$ cat src/rtl/core/assert_macros.svh
// assertion macros shared by the well disc pixel sum rtl
// expects clk and arst_n in the scope of each use
`ifndef ASSERT_MACROS_SVH
`define ASSERT_MACROS_SVH

// property checked every clock edge outside reset
`define WDPS_ASSERT(lbl, prop, msg) \
	lbl: assert property (@(posedge clk) disable iff (!arst_n) prop) \
		else $error(msg);

// condition that must be followed by another in the next cycle
`define WDPS_ASSERT_NEXT(lbl, pre, post, msg) \
	lbl: assert property (@(posedge clk) disable iff (!arst_n) (pre) |=> (post)) \
		else $error(msg);

`endif

$ cat src/rtl/core/wdps_pkg.sv
// package for the well disc pixel sum block
// field widths, codes, controller states and the cell control struct; no dependencies
package wdps_pkg;

	localparam int FUNC_W     = 2;
	localparam int WELL_W     = 6;
	localparam int COORD_W    = 12;
	localparam int PIX_W      = 16;
	localparam int SUM_W      = 40;
	localparam int CFG_IDX_W  = 1;
	localparam int CFG_DATA_W = 8;
	localparam int NWELL_W    = 7;
	localparam int R2_W       = 16;

	localparam logic [CFG_IDX_W-1:0] CFG_RADIUS = 1'b0;
	localparam logic [CFG_IDX_W-1:0] CFG_WELLS  = 1'b1;

	localparam logic [R2_W-1:0]    R2_RESET    = 16'd256;
	localparam logic [NWELL_W-1:0] NWELL_RESET = 7'd64;

	typedef enum logic [FUNC_W-1:0] {
		FUNC_LOAD  = 2'd0,
		FUNC_PIXEL = 2'd1,
		FUNC_EOF   = 2'd2
	} func_t;

	typedef enum logic [1:0] {
		ST_IDLE,
		ST_DRAIN,
		ST_UNLOAD
	} ctl_state_t;

	typedef struct packed {
		logic acc;
		logic shift;
	} cell_ctl_t;

endpackage

$ cat src/rtl/core/wdps_cell.sv
// one well cell: center registers, distance pipeline and saturating accumulator
// accumulators form a shift chain toward cell 0 for readout; depends on wdps_pkg
module wdps_cell #(
	parameter int COORD_BITS = 12,
	parameter int PIXEL_BITS = 16
) (
	input  logic                      clk,
	input  logic                      arst_n,
	input  wdps_pkg::cell_ctl_t       ctl,
	input  logic                      load,
	input  logic                      active,
	input  logic [COORD_BITS-1:0]     ctr_x,
	input  logic [COORD_BITS-1:0]     ctr_y,
	input  logic [COORD_BITS-1:0]     pix_x,
	input  logic [COORD_BITS-1:0]     pix_y,
	input  logic [PIXEL_BITS-1:0]     val_s3,
	input  logic [2*COORD_BITS:0]     r2,
	input  logic [wdps_pkg::SUM_W-1:0] shift_in,
	output logic [wdps_pkg::SUM_W-1:0] shift_out
);
	import wdps_pkg::*;

	localparam int SQ_W = 2 * COORD_BITS;
	localparam int DW   = SQ_W + 1;

	logic [COORD_BITS-1:0] ctr_x_q;
	logic [COORD_BITS-1:0] ctr_y_q;
	logic [COORD_BITS-1:0] dx_s1;
	logic [COORD_BITS-1:0] dy_s1;
	logic [SQ_W-1:0]       sqx_s2;
	logic [SQ_W-1:0]       sqy_s2;
	logic                  hit_s3;
	logic [SUM_W-1:0]      acc_q;
	logic [SUM_W:0]        sum_w;
	logic [DW-1:0]         dist_w;

	always_ff @(posedge clk) begin
		if (load) begin
			ctr_x_q <= ctr_x;
			ctr_y_q <= ctr_y;
		end
	end

	always_ff @(posedge clk) begin
		dx_s1  <= (pix_x >= ctr_x_q) ? pix_x - ctr_x_q : ctr_x_q - pix_x;
		dy_s1  <= (pix_y >= ctr_y_q) ? pix_y - ctr_y_q : ctr_y_q - pix_y;
		sqx_s2 <= SQ_W'(dx_s1) * SQ_W'(dx_s1);
		sqy_s2 <= SQ_W'(dy_s1) * SQ_W'(dy_s1);
		hit_s3 <= dist_w < r2;
	end

	assign dist_w = DW'(sqx_s2) + DW'(sqy_s2);
	assign sum_w  = (SUM_W+1)'(acc_q) + (SUM_W+1)'(val_s3);

	always_ff @(posedge clk or negedge arst_n) begin
		if (!arst_n) begin
			acc_q <= '0;
		end else if (ctl.shift) begin
			acc_q <= shift_in;
		end else if (ctl.acc && hit_s3 && active) begin
			acc_q <= sum_w[SUM_W] ? '1 : sum_w[SUM_W-1:0];
		end
	end

	// inactive wells hand zero down the chain so readout also clears them
	assign shift_out = active ? acc_q : '0;

endmodule

$ cat config.mk
export PLATFORM = sky130hd
export DESIGN_NAME = wdps_cell
export DESIGN_NICKNAME = d
export VERILOG_FILES = /design/src/rtl/core/assert_macros.svh /design/src/rtl/core/wdps_pkg.sv /design/src/rtl/core/wdps_cell.sv
export SDC_FILE = /design/constraint.sdc
export NUM_CORES = 1
export LEC_CHECK = 0
export CELL_PAD_IN_SITES_DETAIL_PLACEMENT = 1
export CELL_PAD_IN_SITES_GLOBAL_PLACEMENT = 2
export CORE_AREA = 2 2 201 203
export DETAILED_ROUTE_END_ITERATION = 7
export DIE_AREA = 0 0 203 205
export DONT_BUFFER_PORTS = 1
export GPL_ROUTABILITY_DRIVEN = 0
export PLACE_DENSITY = 0.95
export SLEW_MARGIN = 20
export SYNTH_ARGS = -nofsm -noshare
export SYNTH_HDL_FRONTEND = slang
export SYNTH_SLANG_ARGS = --single-unit
export TNS_END_PERCENT = 100
$ cat constraint.sdc
create_clock -name clk -period 16.8 [get_ports clk]
set_clock_uncertainty 0.1 [all_clocks]
set_input_delay 0.84 -clock clk [delete_from_list [all_inputs] [get_ports clk]]
set_output_delay 0.84 -clock clk [all_outputs]
set_load 0.005 [all_outputs]
# Word-level counts from Yosys, hierarchy flattened
# Index checks and enable logic that the tools add are counted.
[word_totals] out_inout_bits=40 inputBits=135 regBits=137 word_cells=28
[classes] reduce_logical=3 magnitude_cmp=3 multipliers=2 addsub=6 n_mux=6
[ops] op="40-bit two-way mux" count=4
[ops] op="12-bit by 12-bit multiplier with 24-bit output" count=2
[ops] op="12-bit subtractor" count=4
[ops] op="40-bit by 16-bit adder with 41-bit output" count=1
[ops] op="24-bit by 24-bit adder with 25-bit output" count=1
[ops] op="25-bit less-than comparator" count=1
[ops] op="12-bit >= comparator" count=2
[ops] op="12-bit two-way mux" count=2
[ops] op="1-bit logical AND" count=2
[ops] op="2-bit nonzero test" count=1

# Depth between registers and ports, before layout
# Gate-level depths: netlist (run 1).
[depth] ltp_word=4 ltp_mapped=23 depth_no_buf=22

# Worst setup path before layout (run 1)
# OpenSTA, ideal clock, no wires.
[synth_path] kind="register -> register" start="reg dx_s1[2]" end="reg sqx_s2[23]" setup_time_ns=0.120 stages_incl_launch_ff=21 slack_ns=11.346 t_arrival_ns=5.234 n_path_buf=1 required_time_ns=16.580 synth_period_minus_slack_ns=5.454 path_cell_list="dfxtp_1 -> clkbuf_1 -> and2_1 -> inv_1 -> fa_1 -> inv_1 -> fa_1 -> fa_1 -> fa_1 -> inv_1 -> fa_1 -> inv_1 -> ha_1 -> a21o_1 -> a21oi_1 -> o21ai_0 -> a41oi_1 -> o21ai_0 -> a31o_2 -> a21o_1 -> xnor2_1"
[synth_between] elab_chain_cells=1
[synth_lines] element="start: declaration" line_no="wdps_cell.sv:28" source="logic [COORD_BITS-1:0] dx_s1;"
[synth_lines] element="start signal: assignment" line_no="wdps_cell.sv:45" source="dx_s1 <= (pix_x >= ctr_x_q) ? pix_x - ctr_x_q : ctr_x_q - pix_x;"
[synth_lines] element="12-bit by 12-bit multiplier with 24-bit output" line_no="wdps_cell.sv:47" source="sqx_s2 <= SQ_W'(dx_s1) * SQ_W'(dx_s1);"
[synth_lines] element="end signal: assignment" line_no="wdps_cell.sv:47"
[synth_lines] element="end: declaration" line_no="wdps_cell.sv:30" source="logic [SQ_W-1:0] sqx_s2;"
# Every way passes these cells.
# A chain may end at the register's enable or synchronous reset.

# Final worst setup path (run 1)
[layout_path] start="reg dy_s1[6]" end="reg sqy_s2[22]"
[layout_between] elab_chain_cells=1
[layout_lines] element="start: declaration" line_no="wdps_cell.sv:29" source="logic [COORD_BITS-1:0] dy_s1;"
[layout_lines] element="start signal: assignment" line_no="wdps_cell.sv:46" source="dy_s1 <= (pix_y >= ctr_y_q) ? pix_y - ctr_y_q : ctr_y_q - pix_y;"
[layout_lines] element="12-bit by 12-bit multiplier with 24-bit output" line_no="wdps_cell.sv:48" source="sqy_s2 <= SQ_W'(dy_s1) * SQ_W'(dy_s1);"
[layout_lines] element="end signal: assignment" line_no="wdps_cell.sv:48"
[layout_lines] element="end: declaration" line_no="wdps_cell.sv:31" source="logic [SQ_W-1:0] sqy_s2;"
# Every way passes these cells.

==> impl_metrics.py, run 1 <==
metrics = {
    "run_status": {
        "run_status": "completed",
    },
    "clock_network": {
        "cts-buffers-inserted": 17,
        "clk_pin_slew_worst_paths_ns": 0.07,
        "cts_max_level": 4,
        "ctsResizeCount": 0,
        "numClockSinks": 135,
        "clockRootBuffer": "clkbuf_16",
        "cts_tree": "yes",
        "ctsLongestPathBuffers": 2,
        "clock_latency_ns": 0.46,
    },
    "routing": {
        "drt_first_pass_iters": 5,
        "drt.antenna.violating_nets": 0,
        "finalWirelength_um": 43340,
        "routedWlPerCell_um": 17.86,
        "routed-via-count": 13009,
        "post-route-drc-count": 0,
        "first_iter_violations": 546,
        "viasPerCell": 5.360,
    },
    "logic_synthesis": {
        "synth_top_cells_by_count": "392 x inv_1, 226 x ha_1, 167 x fa_1",
        "leading_cell_type_by_number_of_instances_after_synthesis": "inv_1",
        "syn_area_per_cell_um2": 8.880,
        "synth_enable_flop_cells": 24,
        "netlist_top_cells_area": "fa_1 20%, ha_1 17%, inv_1 8.6%, dfxtp_1 8.3%, dfrtp_1 5.8%",
        "async_sr_flop_fraction": 0.2963,
        "synth_cells": 1927,
        "synth_top_area_share": 0.1954,
        "post_synthesis_cell_type_count": 96,
        "synth_sequential_area_ratio": 0.1837,
        "synth-main-ff-cell": "dfxtp_1",
        "ys_ff_latch": 135,
        "net_count_after_synthesis": 2455,
        "yosysTopAreaCell": "fa_1",
        "post_synthesis_instance_area_um2": 17110,
        "synth.yosys.warnings": 0,
    },
    "timing": {
        "grt_setup_unrepaired": "false",
        "timing.slew.headroom": 0.3581,
        "min_period_over_period": 0.3637,
        "finalSetupTns_ns": 0,
        "fmax_ghz": 0.1637,
        "timing_hold_violations_final": 0,
        "final-max-slew-violation-count": 0,
        "hold_ws_ns": 0.1299,
        "finalSetupViolCount": 0,
        "tightestPinTransition_ns": 0.9386,
        "finalWorstPathRequiredPeriod_ns": 6.110,
    },
    "floorplan": {
        "floorplan.die.width_um": 203,
        "effective_utilization_at_floorplan": 0.4347,
        "ios": 175,
        "die_area_um2": 41620,
        "floorplan_die_height_um": 205,
        "floorplan.rows": 73,
        "core_area_um2": 39370,
    },
    "setup_path": {
        "critical_path.n_buffers_inverters": 3,
        "rr_endpoint": "sqy_s2[22]$_DFF_P_",
        "worst-endpoint-required_ns": 17.08,
        "criticalPathCategory": "register to register",
        "r2r_setup_slack_ns": 10.69,
        "setup.worst_path.end_class": "register",
        "delay_of_the_slowest_critical_path_stage_ns": 0.85,
        "critical_path.top_delay_family": "adder cells",
        "worst_r2r_path_depth": 17,
        "critical_path.max_fanout": 12,
        "critPathSlowestCell": "a2111oi_0",
        "arrival_ns": 6.39,
        "critPathMostFrequentCell": "fa_1",
        "worstSetupPathDepth": 17,
        "kind_of_start_point_of_the_critical_path": "register",
        "critical_path.reg2reg.startpoint": "dy_s1[6]$_DFF_P_",
        "critical_path.cell_chain": "nand2_1 -> fa_1 -> inv_1 -> fa_1 -> fa_1 -> fa_1 -> inv_1 -> fa_1 -> inv_1 -> ha_1 -> a21o_1 -> a21oi_1 -> o21ai_1 -> a2111oi_0 -> o31ai_1 -> a21oi_1 -> xnor2_1",
    },
    "grt": {
        "grt_pass1_vias": 14447,
        "grt_overflow": 0,
        "grt_antenna_before_repair": 2,
        "grt_start_max_net_pins": 43,
        "grt_pass1_wl_um": 71820,
        "globalRouteTotalUtil": 0.2162,
    },
    "placement": {
        "io_buffers": 0,
        "post-dp-hpwl_um": 35730,
    },
    "job": {
        "cap_violations": 0,
    },
    "layout": {
        "area_growth_syn_to_layout_pct": 6.025,
        "filler_cell_count": 4554,
        "share_of_final_layout_standard_cells_stronger_than_drive_strength_1": 0.04524,
        "final_net_count": 2416,
    },
    "worst_hold_path": {
        "worst_min_delay_path_category": "input port to async pin",
    },
}
[state kept, by name (all words and copies together), names as in the netlist]
name     cells
acc_q       40
ctr_x_q     12
ctr_y_q     12
dx_s1       12
dy_s1       12
hit_s3       1
sqx_s2      23
sqy_s2      23
[layout by cell type, fill, tap and decap left out, types with 6 or more instances in the layout]
master     count
inv_1        392
ha_1         226
fa_1         167
and2_1       126
nand2_1      101
a21oi_1       78
nor2_1        76
dfxtp_1       71
xnor2_1       69
o21ai_0       61
nor3_1        40
dfrtp_1       40
nand3_1       31
a21o_1        30
xor2_1        26
edfxtp_1      24
nand2b_1      22
mux2i_1       22
nor2b_1       21
o22ai_1       21
and3_1        18
clkbuf_16     18
nand4_1       16
o21a_1        13
o21bai_1      12
a211oi_1      11
a31oi_1       10
or3_1          7
or2_2          6
o21ai_1        6
o31ai_1        6
[cell families (layout without fill, tap and decap cells)]
group	after synthesis	in the layout	synth area share
and+or+nand+nor	486	486	0.1503
xor gates and xnor gates	95	95	0.04862
adders and majority gates	393	393	0.3606
muxes	25	25	0.01484
AOI/OAI and AO/OA	339	339	0.1392
buffers and inverters	454	428	0.1027
other	0	1	0
DFF	135	135	0.1837
[area by class of cell]
cell class	instances	area, µm²	share of cell area
Tap cell	525	656.9	0.03620
Clock inverter	11	120.1	0.006620
Clock buffer	21	481.7	0.02655
Timing Repair Buffer	4	50.05	0.002758
Sequential cell	135	3143	0.1732
Multi-Input combinational cell	1338	12220	0.6734
Inverter	392	1471	0.08110
Antenna cell	1	2.502	0.0001379
[layer usage]
metal / GRT usage / part of all wire / up-vias
li1: - / - / 6230
met1: 0.2623 / 0.43 / 6502
met2: 0.3957 / 0.52 / 230
met3: 0.03548 / 0.038 / 45
met4: 0.05787 / 0.014 / 2
met5: 0 / 0.00030 / -
[repair_timing]
item | in CTS | in global routing
setup buffers | 0 | 0
hold endpoints to repair | 40 | 0
hold buffers | 1 | 0
[worst reg2reg max path, delay by kind of cell (launching register included)]
kind / cells / cell delay, ns
buffers and inverters: 3 / 0.18
and+or+nand+nor: 1 / 0.15
xor gates and xnor gates: 1 / 0.13
adders and majority gates: 6 / 3.05
AOI/OAI and AO/OA: 6 / 1.81
DFF: 1 / 0.61
[through the flow]
stage,instances,instance area [µm²],util,setup WS [ns]
after CTS,2426,18140,0.4608,10.73
after global placement,2393,17510,0.4448,11.05
after detailed placement,2393,17510,0.4448,10.78
after global routing,2427,18140,0.4609,10.40
final,2427,18140,0.4609,10.69
after floorplan,1927,17110,-,11.35
[how the worst max path moves through the flow]
| stage | startpoint | endpoint |
|---|---|---|
| global placement | dx_s1[2]$_DFF_P_ | sqx_s2[23]$_DFF_P_ |
| CTS | dy_s1[6]$_DFF_P_ | sqy_s2[22]$_DFF_P_ |
| global route | dy_s1[6]$_DFF_P_ | sqy_s2[22]$_DFF_P_ |
| detailed placement | dy_s1[6]$_DFF_P_ | sqy_s2[22]$_DFF_P_ |
| floorplan | dx_s1[2]$_DFF_P_ | sqx_s2[23]$_DFF_P_ |
| finish | dy_s1[6]$_DFF_P_ | sqy_s2[22]$_DFF_P_ |
Power of run 1 is left out: the tool's default activity adds up to more than one toggle a clock period on the data nets, which glitch-free logic cannot reach.
==> run 2, diff against run 1 <==
--- a/config.mk
+++ b/config.mk
@@ -7,12 +7,12 @@
 export LEC_CHECK = 0
 export CELL_PAD_IN_SITES_DETAIL_PLACEMENT = 1
 export CELL_PAD_IN_SITES_GLOBAL_PLACEMENT = 2
-export CORE_AREA = 2 2 201 203
+export CORE_AREA = 2 2 219 221
 export DETAILED_ROUTE_END_ITERATION = 7
-export DIE_AREA = 0 0 203 205
+export DIE_AREA = 0 0 221 223
 export DONT_BUFFER_PORTS = 1
 export GPL_ROUTABILITY_DRIVEN = 0
-export PLACE_DENSITY = 0.95
+export PLACE_DENSITY = 0.86
 export SLEW_MARGIN = 20
 export SYNTH_ARGS = -nofsm -noshare
 export SYNTH_HDL_FRONTEND = slang
==> constraint.sdc (replaced) <==
create_clock -name clk -period 5.11 [get_ports clk]
set_clock_uncertainty 0.1 [all_clocks]
set_input_delay 0.2555 -clock clk [delete_from_list [all_inputs] [get_ports clk]]
set_output_delay 0.2555 -clock clk [all_outputs]
set_load 0.005 [all_outputs]
==> run 2 against run 1 <==
  * Global-route usage fell by 2.6 points
  * Maximum frequency up 21%
  * Via count up 6.1%
  * Wire length rose by 5.3%
  * Register-to-register slack worse by 11 ns
  * First-iteration DRC count is 6.0% higher
  * Critical path type unchanged
==> impl_metrics.py, run 2 (synthesis results as in run 1) <==
metrics = {
    "clock_network": {
        "cts_max_level": 4,
        "clockRootBuffer": "clkbuf_16",
        "cts-buffers-inserted": 17,
        "clock_latency_ns": 0.49,
        "numClockSinks": 135,
        "clk_pin_slew_worst_paths_ns": 0.08,
        "cts_tree": "yes",
        "ctsLongestPathBuffers": 2,
    },
    "floorplan": {
        "floorplan_die_height_um": 223,
        "ios": 175,
        "floorplan.die.width_um": 221,
        "core_area_um2": 47150,
        "effective_utilization_at_floorplan": 0.3630,
        "floorplan.rows": 80,
        "die_area_um2": 49280,
    },
    "placement": {
        "post-dp-hpwl_um": 36560,
        "place_ws_ns": -0.3515,
        "io_buffers": 0,
    },
    "layout": {
        "top_regs": "acc_q: 40 flops, sqx_s2: 23 flops, sqy_s2: 23 flops",
        "top_register": "acc_q",
        "filler_cell_count": 5417,
        "number_of_flip_flops_in_the_largest_register": 40,
        "area_growth_syn_to_layout_pct": 19.32,
        "share_of_final_layout_standard_cells_stronger_than_drive_strength_1": 0.1534,
        "antenna_cells": 0,
        "final_common_cell": "inv_1",
        "postLayoutCoreUtil": 0.4331,
        "final_net_count": 2607,
        "layout_common_cells": "375 x inv_1, 211 x ha_1, 160 x fa_1",
    },
    "worst_hold_path": {
        "worst_min_delay_path_category": "input port to register",
    },
    "routing": {
        "post-route-drc-count": 0,
        "first_iter_violations": 579,
        "routedWlPerCell_um": 16.86,
        "drt_first_pass_iters": 5,
        "drt.antenna.violating_nets": 0,
        "viasPerCell": 5.098,
        "routed-via-count": 13801,
        "finalWirelength_um": 45640,
    },
    "timing": {
        "finalWorstPathRequiredPeriod_ns": 5.035,
        "tightestPinTransition_ns": 0.7509,
        "grt_setup_unrepaired": "true",
        "fmax_ghz": 0.1986,
        "final-max-slew-violation-count": 0,
        "setup_slack_ns": 0.07502,
        "timing.slew.headroom": 0.4994,
        "min_period_over_period": 0.9853,
        "finalSetupViolCount": 0,
        "hold_ws_ns": 0.04708,
        "timing_hold_violations_final": 0,
    },
    "grt": {
        "grt_pass1_wl_um": 75980,
        "grt_antenna_before_repair": 0,
        "grt_overflow": 0,
        "grt_pass1_vias": 15479,
        "globalRouteTotalUtil": 0.1902,
        "grt_start_max_net_pins": 43,
    },
    "setup_path": {
        "critical_path.cell_chain": "buf_6 -> and2_4 -> fa_1 -> fa_1 -> fa_1 -> fa_1 -> inv_1 -> fa_1 -> inv_2 -> ha_4 -> a21o_1 -> a21oi_4 -> o21ai_4 -> a2111oi_4 -> o31ai_1 -> a21oi_1 -> xnor2_1",
        "critPathSlowestCell": "fa_1",
        "delay_of_the_slowest_critical_path_stage_ns": 0.57,
        "kind_of_start_point_of_the_critical_path": "register",
        "criticalPathCategory": "register to register",
        "worst-endpoint-required_ns": 5.37,
        "arrival_ns": 5.30,
        "critical_path.max_fanout": 4,
        "setup.worst_path.end_class": "register",
        "critPathMostFrequentCell": "fa_1",
    },
    "run_status": {
        "run_status": "completed",
    },
    "job": {
        "cap_violations": 0,
    },
}
-- run 2: cell count changes in the layout (fill, tap and decap cells not counted), sizes merged, moves of 2 or more --
cell         delta
clkinv          -6
dlygate4sd3    +74
buf           +117
clkinvlp        +2
clkbuf          -4
inv             +9
-- run 2: worst paths after layout --
check	start	endpoint	slack (ns)	depth (start not counted)
setup / recovery	dy_s1[5]$_DFF_P_	sqy_s2[22]$_DFF_P_	0.08	17
hold / removal	pix_x[10]	dx_s1[11]$_DFF_P_	0.05	2
setup reg to reg	dy_s1[5]$_DFF_P_	sqy_s2[22]$_DFF_P_	0.08	17
hold reg to reg	acc_q[13]$_DFFE_PN0P_	acc_q[13]$_DFFE_PN0P_	0.41	2
max in group asynchronous	arst_n	acc_q[10]$_DFFE_PN0P_	4.50	2
min in group asynchronous	arst_n	acc_q[32]$_DFFE_PN0P_	0.18	2
-- run 2: worst max-delay path, delay by kind of cell, from the launching register on --
family / cells / cell delay [ns]
AO/OA/AOI/OAI: 6 / 1.24
adder cells (fa/ha/maj): 6 / 2.75
buffers and inverters: 3 / 0.22
flip-flops: 1 / 0.37
XOR/XNOR: 1 / 0.08
AND/OR/NAND/NOR: 1 / 0.14
-- run 2: area by class of cell --
type,instances,area [µm²],area share
Clock buffer,17,425.4,0.02083
Clock inverter,15,153.9,0.007537
Inverter,392,1471,0.07206
Multi-Input combinational cell,1338,12690,0.6213
Sequential cell,135,3216,0.1575
Tap cell,615,769.5,0.03768
Timing Repair Buffer,195,1697,0.08309
-- run 2: through the flow --
| step | cells | setup TNS (ns) | instance area, µm² |
|---|---|---|---|
| 2_1_floorplan | 1927 | -0.005870 | 17200 |
| 3_3_place_gp | 2587 | -0.6519 | 18450 |
| 3_5_place_dp | 2587 | -1.754 | 18450 |
| 4_1_cts | 2699 | -0.02042 | 20060 |
| 5_1_grt | 2707 | -0.4788 | 20420 |
| 6_report | 2707 | 0 | 20420 |
-- run 2: timing repair --
| action | in CTS | in global routing |
|---|---|---|
| setup endpoints to repair | 12 | 16 |
| hold buffers | 76 | 0 |
| gates resized for setup | 62 | 91 |
| pin swaps | 25 | 72 |
| hold endpoints to repair | 133 | 0 |
| setup buffers | 4 | 9 |
-- run 2: routing by layer --
| metal | global-route usage | up-vias | part of all wire |
|---|---|---|---|
| li1 | - | 6600 | - |
| met1 | 0.2254 | 6930 | 0.43 |
| met2 | 0.3511 | 233 | 0.52 |
| met3 | 0.03622 | 38 | 0.037 |
| met4 | 0.04828 | 0 | 0.014 |
| met5 | 0 | - | 0 |
Power of run 2 is left out for the same reason.
